**config.mk**
```make
export PLATFORM = sky130hd
export DESIGN_NAME = mme_cell
export DESIGN_NICKNAME = d
export VERILOG_FILES = /design/src/hdl/mme_pkg.sv /design/src/hdl/mme_cell.sv
export SDC_FILE = /design/constraint.sdc
export NUM_CORES = 1
export LEC_CHECK = 0
export ABC_AREA = 1
export ABC_CLOCK_PERIOD_IN_PS = 5000
export BUFFER_PORTS_ARGS = -buffer_cell sky130_fd_sc_hd__buf_2
export CAP_MARGIN = 20
export CORE_AREA = 4 4 132 134
export DETAILED_ROUTE_END_ITERATION = 6
export DIE_AREA = 0 0 136 138
export GPL_ROUTABILITY_DRIVEN = 0
export HOLD_SLACK_MARGIN = 0.1
export PLACE_DENSITY = 0.68
export RECOVER_POWER = 25
export REMOVE_ABC_BUFFERS = 1
export SETUP_SLACK_MARGIN = 0.15
export SLEW_MARGIN = 15
export SYNTH_ARGS = -nofsm -noshare
export SYNTH_HDL_FRONTEND = slang
export SYNTH_SLANG_ARGS = --single-unit
```
**constraint.sdc**
```tcl
create_clock -name i_clk -period 5 [get_ports i_clk]
set_clock_uncertainty 0.05 [all_clocks]
set_input_delay 1 -clock i_clk [delete_from_list [all_inputs] [get_ports i_clk]]
set_output_delay 1 -clock i_clk [all_outputs]
set_load 0.01 [all_outputs]
```
**src/hdl/mme_pkg.sv**
```systemverilog
// Package for the matrix multiply engine: transfer payload types,
// configuration register indexes, opcodes and the cell control group.
// No dependencies.
package mme_pkg;

    localparam int CFG_DATA_W = 11;
    localparam int CFG_IDX_W  = 2;
    localparam int CFG_K_W    = 9;
    localparam int CFG_N_W    = 7;
    localparam int CFG_M_W    = 11;

    localparam logic [CFG_IDX_W-1:0] REG_K_DEPTH = 2'd0;
    localparam logic [CFG_IDX_W-1:0] REG_N_COLS  = 2'd1;
    localparam logic [CFG_IDX_W-1:0] REG_M_ROWS  = 2'd2;

    localparam logic OP_LOAD_B = 1'b0;
    localparam logic OP_A_ELEM = 1'b1;

    localparam int ELEM_W = 16;
    localparam int PROD_W = 32;
    localparam int ACC_W  = 48;

    typedef struct packed {
        logic                     op;
        logic signed [ELEM_W-1:0] elem_value;
    } t_in_item;

    typedef struct packed {
        logic [9:0]              row_index;
        logic [5:0]              col_index;
        logic signed [ACC_W-1:0] c_value;
        logic                    last;
    } t_out_item;

    typedef struct packed {
        logic shift;
        logic add;
        logic drain;
        logic clear;
    } t_cell_ctrl;

endpackage

```
**src/hdl/mme_cell.sv**
```systemverilog
// One column cell: a product stage of the feed chain and one column accumulator.
// Depends on mme_pkg.
module mme_cell (
    input  logic                                 i_clk,
    input  logic                                 i_rst_n,
    input  mme_pkg::t_cell_ctrl                  i_ctrl,
    input  logic                                 i_active,
    input  logic signed [mme_pkg::PROD_W-1:0]    i_prod,
    output logic signed [mme_pkg::PROD_W-1:0]    o_prod,
    input  logic signed [mme_pkg::ACC_W-1:0]     i_acc,
    output logic signed [mme_pkg::ACC_W-1:0]     o_acc
);
    import mme_pkg::*;

    logic signed [PROD_W-1:0] r_prod;
    logic signed [ACC_W-1:0]  r_acc;
    logic signed [ACC_W-1:0]  n_acc;

    always_ff @(posedge i_clk) begin
        if (i_ctrl.shift) begin
            r_prod <= i_prod;
        end
    end

    always_comb begin
        n_acc = r_acc;
        if (i_ctrl.clear) begin
            n_acc = '0;
        end else if (i_ctrl.drain) begin
            n_acc = i_acc;
        end else if (i_ctrl.add && i_active) begin
            n_acc = r_acc + ACC_W'(r_prod);
        end
    end

    always_ff @(posedge i_clk) begin
        if (!i_rst_n) begin
            r_acc <= '0;
        end else begin
            r_acc <= n_acc;
        end
    end

    assign o_prod = r_prod;
    assign o_acc  = r_acc;

endmodule
```
==> summary.txt, run 1 <==
Run status
  – Status: complete, but fails checks
  – Violated checks: capacitance limit, slew limit

Placed design
  – PortBufs: 166
  – Hpwl dp: 17500 um

Clock network
  – CTS Buffer Depth: 2
  – Post-cts gate resize count: 0
  – Maximum level of the CTS H-tree: 3
  – CTS Sinks: 80
  – Hold buffers post-CTS: 0
  – Worst skew pair latency: 0.35 ns
  – Clk slew on worst S/H paths: 0.06 ns
  – Clock Tree Root: clkbuf_16
  – CTS tree: yes
  – Setup bufs post-CTS: 0
  – TritonCTS Buffers: 9

Cells and area
  – ANT cells: 0
  – P&R area growth vs syn: 18.7%
  – Share of layout cells above drive strength 1: 17.8%
  – Total Nets Final: roughly 1500

Setup path
  – WP buf/inv: 1
  – CP max stage cell: edfxtp_1
  – CP Launch Type: register
  – Crit path arrival time: 2.87 ns
  – Crit path depth: 10
  – Most frequent CP cell: nand2_1
  – Worst reg2reg setup slack: 2.30 ns
  – CP Capture Type: register
  – Setup crit start: o_prod[31]
  – WS Path Type: register to register
  – Worst r2r src: o_prod[31]
  – Worst setup path endpoint: o_acc[36]
  – RR Endpoint: o_acc[36]
  – CP required: 5.17 ns
  – Largest stage delay, worst path: 0.70 ns
  – Worst Reg-to-Reg Cells: 10
  – Crit-path cells: ha_1 > nand2_1 > nor2_1 > inv_2 > nor4_1 > nand2_1 > nand2_1 > nand2_1 > nand3_1 > a21oi_1
  – Critical path fanouts, max: 18
  – CP delay by family, top: simple AND/OR/NAND/NOR gates

Logic synthesis
  – Post-synth EDFFs: 32
  – Post-synthesis area per instance: around 6.1 um2
  – Post-synthesis sequential area ratio: a little over a quarter
  – Async SR Flop Fraction: 0%
  – Post-synthesis cell count: 1180
  – Yosys warnings: 0
  – Synth cell types: 34
  – Ys flop type: dfxtp_1
  – Mapped cell area: 7180 um2
  – Synth Register Bits: 80

Job
  – Max-cap check violation count: 1

Global routing
  – GRT Overall Usage: 22.7%
  – Largest net degree at the start of global routing: 51
  – Initial antenna violation count: 0
  – Vias in the first global route: roughly 7100
  – Overflow after GRT: 0
  – First-pass GRT wire length: 34500 um

STA
  – Count of final hold-check violations: 0
  – RSZ-0062 raised after global routing: false
  – Hold Slack: about 0.46 ns
  – Final setup viols: 0
  – Setup_tns: 0 ns
  – Peak Freq: roughly 0.37 GHz
  – Slew of the pin with the lowest slew margin: 1.85 ns
  – Slew HR: -23.1%
  – Slew Limit Fails: 33
  – Period utilisation layout: 54.1%
  – Post-layout min period: 2.70 ns

Min path
  – Min-Delay Path Class: register to register
  – Hold Path Depth: 2

Detailed routing
  – DRC: 0
  – Routed WL: 21300 um
  – Vias: 7540
  – Via density: 4.81
  – Initial DRC Count: between 500 and 600
  – DR pass1 iterations: 5
  – Final ANT Viol Nets: 0
  – WL/cell: 13.6 um

Die
  – DIE WIDTH: 136 um
  – Row cnt: 47
  – Die Ht: ~140 um
  – Initial Utilization: 44.1%
  – # IOs: ~170
  – Core region area: around 16000 um2
  – Die area: between 15000 and 20000 um2

Power and ir drop
  – P_leak: 4.79 nW
  – Peak VDD IR: 170 uV
  – PD cells: 229 nW/um2
synthesized netlist by cell type (11+ instances only):
cell        n  area, um2
a21oi_1    59        295
a22o_1     31        272
a31oi_1    15       93.8
dfxtp_1    48        961
edfxtp_1   32        961
ha_1       47        588
inv_1     251        942
nand2_1   435       1630
nand2_2    11       68.8
nand3_1    67        335
nor2_1     71        267
nor2_2     23        144
xor2_1     17        149
state kept, by name (all words and copies together), names as in the netlist:
| register | flops |
|---|---|
| o_acc | 48 |
| o_prod | 32 |
power breakdown:
group	internal [mW]	switching [mW]
sequential	0.719	0.0303
clock	0.403	0.272
combinational	0.194	0.337
kinds of logic after synthesis:
family | share of synthesized area (%)
fa+ha+maj | 8.47
simple gates | 37.5
xor+xnor | 2.32
buf+inv | 14.7
compound gates | 10.3
flops | 26.8
worst reg2reg max path, cell delays in order (launching register included):
cell      delay (ns)
edfxtp_1        0.70
ha_1            0.52
nand2_1         0.13
nor2_1          0.18
inv_2           0.07
nor4_1          0.50
nand2_1         0.16
nand2_1         0.09
nand2_1         0.05
nand3_1         0.07
a21oi_1         0.06
metrics by stage:
step	instances	utilization, %	cell area, um2	total power, mW	setup WS, ns
floorplan	1160	-	7090	1.11	2.62
global placement	1550	50.5	8230	1.28	2.23
detailed placement	1550	50.5	8230	1.29	2.20
CTS	1566	52.3	8530	1.97	2.32
global route	1566	52.3	8520	2.08	2.11
finish	1566	52.3	8520	1.95	2.30
area by class of cell:
cell class	count	area, um2
tap	220	275
multi-input combinational	824	4210
sequential	80	1920
timing repair buffer	170	860
clock buffer	12	246
inverter	256	961
fill	1745	7760
clock inverter	4	52.6
cell usage in the layout, fill, tap and decap left out, types with 11 or more instances in the layout:
cell type	n
nor2_2	23
dfxtp_1	48
edfxtp_1	32
a21oi_1	59
nand2_2	11
a22o_1	31
nand3_1	67
buf_2	165
a31oi_1	15
xor2_1	17
ha_1	47
nor2_1	71
nand2_1	435
inv_1	251
how the worst min path moves through the flow:
stage,slack [ns],start,end
2_1_floorplan,0.47,o_acc[2],o_acc[2]
3_3_place_gp,0.44,o_acc[13],o_acc[13]
3_5_place_dp,0.45,o_acc[15],o_acc[15]
4_1_cts,0.46,o_acc[15],o_acc[15]
5_1_grt,0.48,o_acc[15],o_acc[15]
6_report,0.46,o_acc[5],o_acc[5]
metal layers:
layer / part of all wire (%) / routed length (um) / track usage (%)
met2: 43 / 9200 / 34.9
met4: 1.4 / 293 / 6.05
met5: 0 / 0 / 0
met3: 8.6 / 1840 / 4.18
met1: 47 / 10000 / 32.6
No activity file was read; power rests on OpenSTA's default activity.
==> inputs of run 2 (changes only) <==
- ABC_CLOCK_PERIOD_IN_PS: 5000 -> 2550
- clock period: 5 -> 2.55 ns (I/O delays scaled with it)
==> summary.txt, run 2 (synthesis results as in run 1) <==
Min path
  – Min-delay src: i_prod[30]
  – Min-Delay Path Class: primary input to register

Clock network
  – CTS tree: yes
  – Clk slew on worst S/H paths: around 0.06 ns
  – Hold buffers post-CTS: 0
  – Worst skew pair latency: roughly 0.35 ns
  – Clock Tree Root: clkbuf_16
  – Post-cts gate resize count: 0
  – CTS Buffer Depth: 2
  – CTS Sinks: 80
  – TritonCTS Buffers: 9
  – Maximum level of the CTS H-tree: 3
  – Setup bufs post-CTS: 0

Placed design
  – Dpl cell area: approximately 8300 um2
  – PortBufs: 166
  – Place WS: 0.205 ns
  – Hpwl dp: between 15000 and 20000 um
  – Cells after DPL: approximately 1600

Setup path
  – Worst r2r src: o_prod[31]
  – WS Path Type: register to register
  – Critical path fanouts, max: 15
  – CP Launch Type: register
  – CP Capture Type: register
  – CP required: 2.71 ns
  – Setup crit start: o_prod[31]
  – Crit path arrival time: approximately 2.4 ns

Cells and area
  – Most frequent cells in the layout: nand2_1, inv_1, buf_2, nand3_1, nor2_1
  – Fin area: 8910 um2
  – Commonest non-fill, non-tap cell in the layout: nand2_1
  – Total Nets Final: 1481
  – ANT cells: 0
  – Share of layout cells above drive strength 1: a little over a fifth
  – P&R area growth vs syn: 24.0%
  – Max reg flops: 48
  – Fin cells: 1571

Global routing
  – GRT Overall Usage: 23.5%
  – Overflow after GRT: 0
  – Vias in the first global route: 7188
  – Largest net degree at the start of global routing: 49
  – First-pass GRT wire length: roughly 36000 um
  – Initial antenna violation count: 0

Die
  – Die Ht: 138 um
  – Initial Utilization: between 40 and 50%
  – DIE WIDTH: 136 um
  – Die area: ~19000 um2
  – Core region area: between 15000 and 20000 um2
  – # IOs: ~170
  – Row cnt: 47

STA
  – Slew of the pin with the lowest slew margin: approximately 1.9 ns
  – Slew Limit Fails: 33
  – Setup_tns: 0 ns
  – Slew HR: -25.3%
  – Post-layout min period: 2.27 ns
  – Period utilisation layout: 88.9%
  – Count of final hold-check violations: 0
  – RSZ-0062 raised after global routing: true
  – Final setup viols: 0
  – Peak Freq: 0.441 GHz
  – Worst setup margin: 0.284 ns

Detailed routing
  – Via density: between 4 and 5
  – Initial DRC Count: 600
  – WL/cell: around 14 um
  – DRC: 0
  – DR pass1 iterations: 6
  – Vias: 7740
  – Routed WL: 22500 um
  – Final ANT Viol Nets: 0

Power and ir drop
  – PD cells: 464 nW/um2
  – P_leak: between 4 and 5 nW
  – Switch share: 31.8%
  – Net Switching: approximately 1.3 mW
  – Peak VDD IR: around 310 uV
  – Part of the power in registers: 35.5%
  – Total internal power: approximately 2.8 mW
  – Clock share of power: between 30% and 40%
  – Combinational power share: between 20 and 30%

Job
  – Max-cap check violation count: 1

Run status
  – Status: complete, but fails checks
  – Violated checks: capacitance limit, slew limit
-- run 2: path summary, 6_finish.rpt --
path                                    to  slack [ns]  depth (start not counted)
worst min register to register    o_acc[4]        0.45                          2
worst min-delay path            o_prod[30]        0.28                          1
worst max-delay path             o_acc[42]        0.28                         11
worst max register to register   o_acc[42]        0.28                         11
-- run 2: final cells by class --
type,instances,area (um2)
Clock inverter,6,106
Multi-Input combinational cell,824,4480
Sequential cell,80,1920
Timing Repair Buffer,175,922
Inverter,256,961
Clock buffer,10,239
Tap cell,220,275
Fill cell,1727,7380
-- run 2: power groups by stage --
stage	combinational (mW)	clock (mW)	sequential (mW)
final	1.14	1.53	1.47
after floorplan	0.655	0	1.52
after detailed placement	1.06	0	1.49
after global routing	1.27	1.61	1.48
after CTS	1.06	1.55	1.46
after global placement	1.05	0	1.49
-- run 2: worst max-delay path, cell delays in order (launching register included) --
cell	delay [ns]
edfxtp_1	0.43
buf_12	0.20
ha_4	0.32
nand2_1	0.07
nor2_1	0.20
nand2_1	0.14
nor3_2	0.18
nand3_1	0.18
nand3_1	0.12
nand2_1	0.05
nand3_1	0.09
a21oi_1	0.07
-- run 2: per-stage QoR --
| step | hold slack [ns] | util [%] | power [mW] |
|---|---|---|---|
| 2_1_floorplan | 0.474 | - | 2.17 |
| 3_3_place_gp | 0.439 | 50.9 | 2.53 |
| 3_5_place_dp | 0.451 | 50.9 | 2.55 |
| 4_1_cts | 0.268 | 53.0 | 4.08 |
| 5_1_grt | 0.266 | 54.7 | 4.36 |
| 6_report | 0.280 | 54.7 | 4.13 |
-- run 2: routing by layer --
layer | up-vias | track usage [%] | share of wire (%)
li1 | 3984 | - | -
met1 | 3462 | 34.0 | 47
met2 | 273 | 36.1 | 44
met3 | 21 | 3.56 | 7.6
met4 | 0 | 6.68 | 1.5
met5 | - | 0 | 0
==> inputs of run 3 (changes only) <==
- BUFFER_PORTS_ARGS: -buffer_cell sky130_fd_sc_hd__buf_2 -> unset
- DONT_BUFFER_PORTS: unset -> 1
- PLACE_DENSITY: 0.68 -> unset
==> summary.txt, run 3 (synthesis results as in run 1) <==
Run status
  – Status: completed

Detailed routing
  – Vias: 7090
  – DRC: 0
  – WL/cell: between 15 and 20 um
  – Via density: 5.04
  – Routed WL: 21800 um
  – Final ANT Viol Nets: 0
  – DR pass1 iterations: 5
  – Initial DRC Count: 518

Clock network
  – TritonCTS Buffers: 9
  – Worst skew pair latency: 0.35 ns
  – CTS Buffer Depth: 2
  – Maximum level of the CTS H-tree: 3
  – Clk slew on worst S/H paths: 0.07 ns
  – CTS Sinks: 80
  – Clock Tree Root: clkbuf_16
  – Hold buffers post-CTS: 0
  – CTS tree: yes

Setup path
  – CP delay by family, top: simple AND/OR/NAND/NOR gates
  – CP max stage cell: edfxtp_1
  – Crit path arrival time: 2.52 ns
  – Critical path fanouts, max: 18
  – CP Launch Type: register
  – CP required: 2.78 ns
  – CP Capture Type: register
  – Most frequent CP cell: nand2_1
  – Crit-path cells: buf_12 > ha_1 > buf_4 > nand2_1 > inv_1 > nand2_2 > inv_1 > nand2_1 > nand2_1 > a21oi_2 > nand3_1 > nand2_1 > nand3_1 > a21oi_1
  – WS Path Type: register to register
  – WP buf/inv: 4
  – Largest stage delay, worst path: 0.41 ns

Die
  – Die Ht: 138 um
  – DIE WIDTH: about 140 um
  – Die area: between 15000 and 20000 um2
  – Row cnt: 47
  – Core region area: around 16000 um2
  – # IOs: 167
  – Initial Utilization: between 40% and 50%

STA
  – Slew HR: 61.6%
  – Slew of the pin with the lowest slew margin: 0.577 ns
  – Setup_tns: 0 ns
  – Peak Freq: between 0.4 and 0.5 GHz
  – Slew Limit Fails: 0
  – RSZ-0062 raised after global routing: true
  – Final setup viols: 0
  – Post-layout min period: 2.29 ns
  – Hold Slack: 0.202 ns
  – Period utilisation layout: 89.7%
  – Count of final hold-check violations: 0

Min path
  – Min-Delay Path Class: primary input to register

Cells and area
  – Max reg flops: 48
  – Filler cell count: around 1700
  – Most frequent cells in the layout: nand2_1, inv_1, nand3_1, nor2_1, a21oi_1
  – Total Nets Final: between 1000 and 1500
  – P&R area growth vs syn: 12.5%
  – Commonest non-fill, non-tap cell in the layout: nand2_1
  – ANT cells: 0
  – Share of layout cells above drive strength 1: 12.0%
  – Fin area: roughly 8100 um2

Power and ir drop
  – PD cells: 469 nW/um2
  – P_leak: 4.10 nW
  – Peak VDD IR: 295 uV

Placed design
  – Hpwl dp: 17500 um
  – Dpl cell area: 7470 um2
  – PortBufs: 0

Global routing
  – GRT Overall Usage: 23.1%
  – Largest net degree at the start of global routing: 52
  – Vias in the first global route: 6614
  – First-pass GRT wire length: roughly 35000 um
  – Overflow after GRT: 0
  – Initial antenna violation count: 0

Job
  – Max-cap check violation count: 0
==> run 3: cell types whose count changed in the layout (fill, tap and decap cells not counted), sizes merged <==
cell / before / now
bufinv: 3 / 1
clkinvlp: 0 / 1
buf: 174 / 11
inv: 256 / 257
clkinv: 3 / 2
==> run 3: worst paths after layout <==
| check | start | to | slack [ns] | cells past startpoint |
|---|---|---|---|---|
| max reg2reg | o_prod[31] | o_acc[44] | 0.26 | 14 |
| min | i_prod[6] | o_prod[6] | 0.20 | 0 |
| min reg2reg | o_acc[0] | o_acc[0] | 0.50 | 2 |
| max | o_prod[31] | o_acc[44] | 0.26 | 14 |
==> run 3: cell type report <==
type	instances	area [um2]	share of cell area (%)
Clock buffer	11	243	3.00
Clock inverter	5	55.1	0.682
Inverter	256	961	11.9
Multi-Input combinational cell	824	4510	55.9
Sequential cell	80	1920	23.8
Tap cell	220	275	3.41
Timing Repair Buffer	11	108	1.33
==> run 3: through the flow <==
| stage | setup WS, ns | power (mW) | instances | util (%) |
|---|---|---|---|---|
| floorplan | 0.375 | 2.17 | 1160 | - |
| global placement | 0.0383 | 2.40 | 1390 | 45.8 |
| detailed placement | 0.0468 | 2.40 | 1390 | 45.8 |
| CTS | 0.154 | 3.75 | 1406 | 47.8 |
| global route | 0.105 | 4.02 | 1407 | 49.6 |
| finish | 0.264 | 3.79 | 1407 | 49.6 |
==> run 3: power breakdown <==
group	internal (mW)	total [mW]	switching [mW]
Sequential	1.41	1.52	0.108
Clock	0.785	1.33	0.550
Combinational	0.338	0.939	0.601
==> run 3: worst register-to-register path: stages, from the launching register on <==
cell	delay [ns]
edfxtp_1	0.41
buf_12	0.19
ha_1	0.31
buf_4	0.15
nand2_1	0.09
inv_1	0.08
nand2_2	0.11
inv_1	0.07
nand2_1	0.06
nand2_1	0.09
a21oi_2	0.20
nand3_1	0.10
nand2_1	0.07
nand3_1	0.10
a21oi_1	0.14
==> run 3: repair_timing <==
item,4_1_cts,5_1_grt
setup endpoints to repair,3,26
pin swaps,0,3
setup buffers,0,1
resized for setup,3,66
==> run 3: layer usage <==
metal,vias to the layer above,part of all wire (%),global-route usage [%]
met5,-,0,0
met1,3146,48,33.6
met3,19,9.0,6.18
li1,3662,-,-
met4,0,0.90,3.98
met2,263,42,34.8
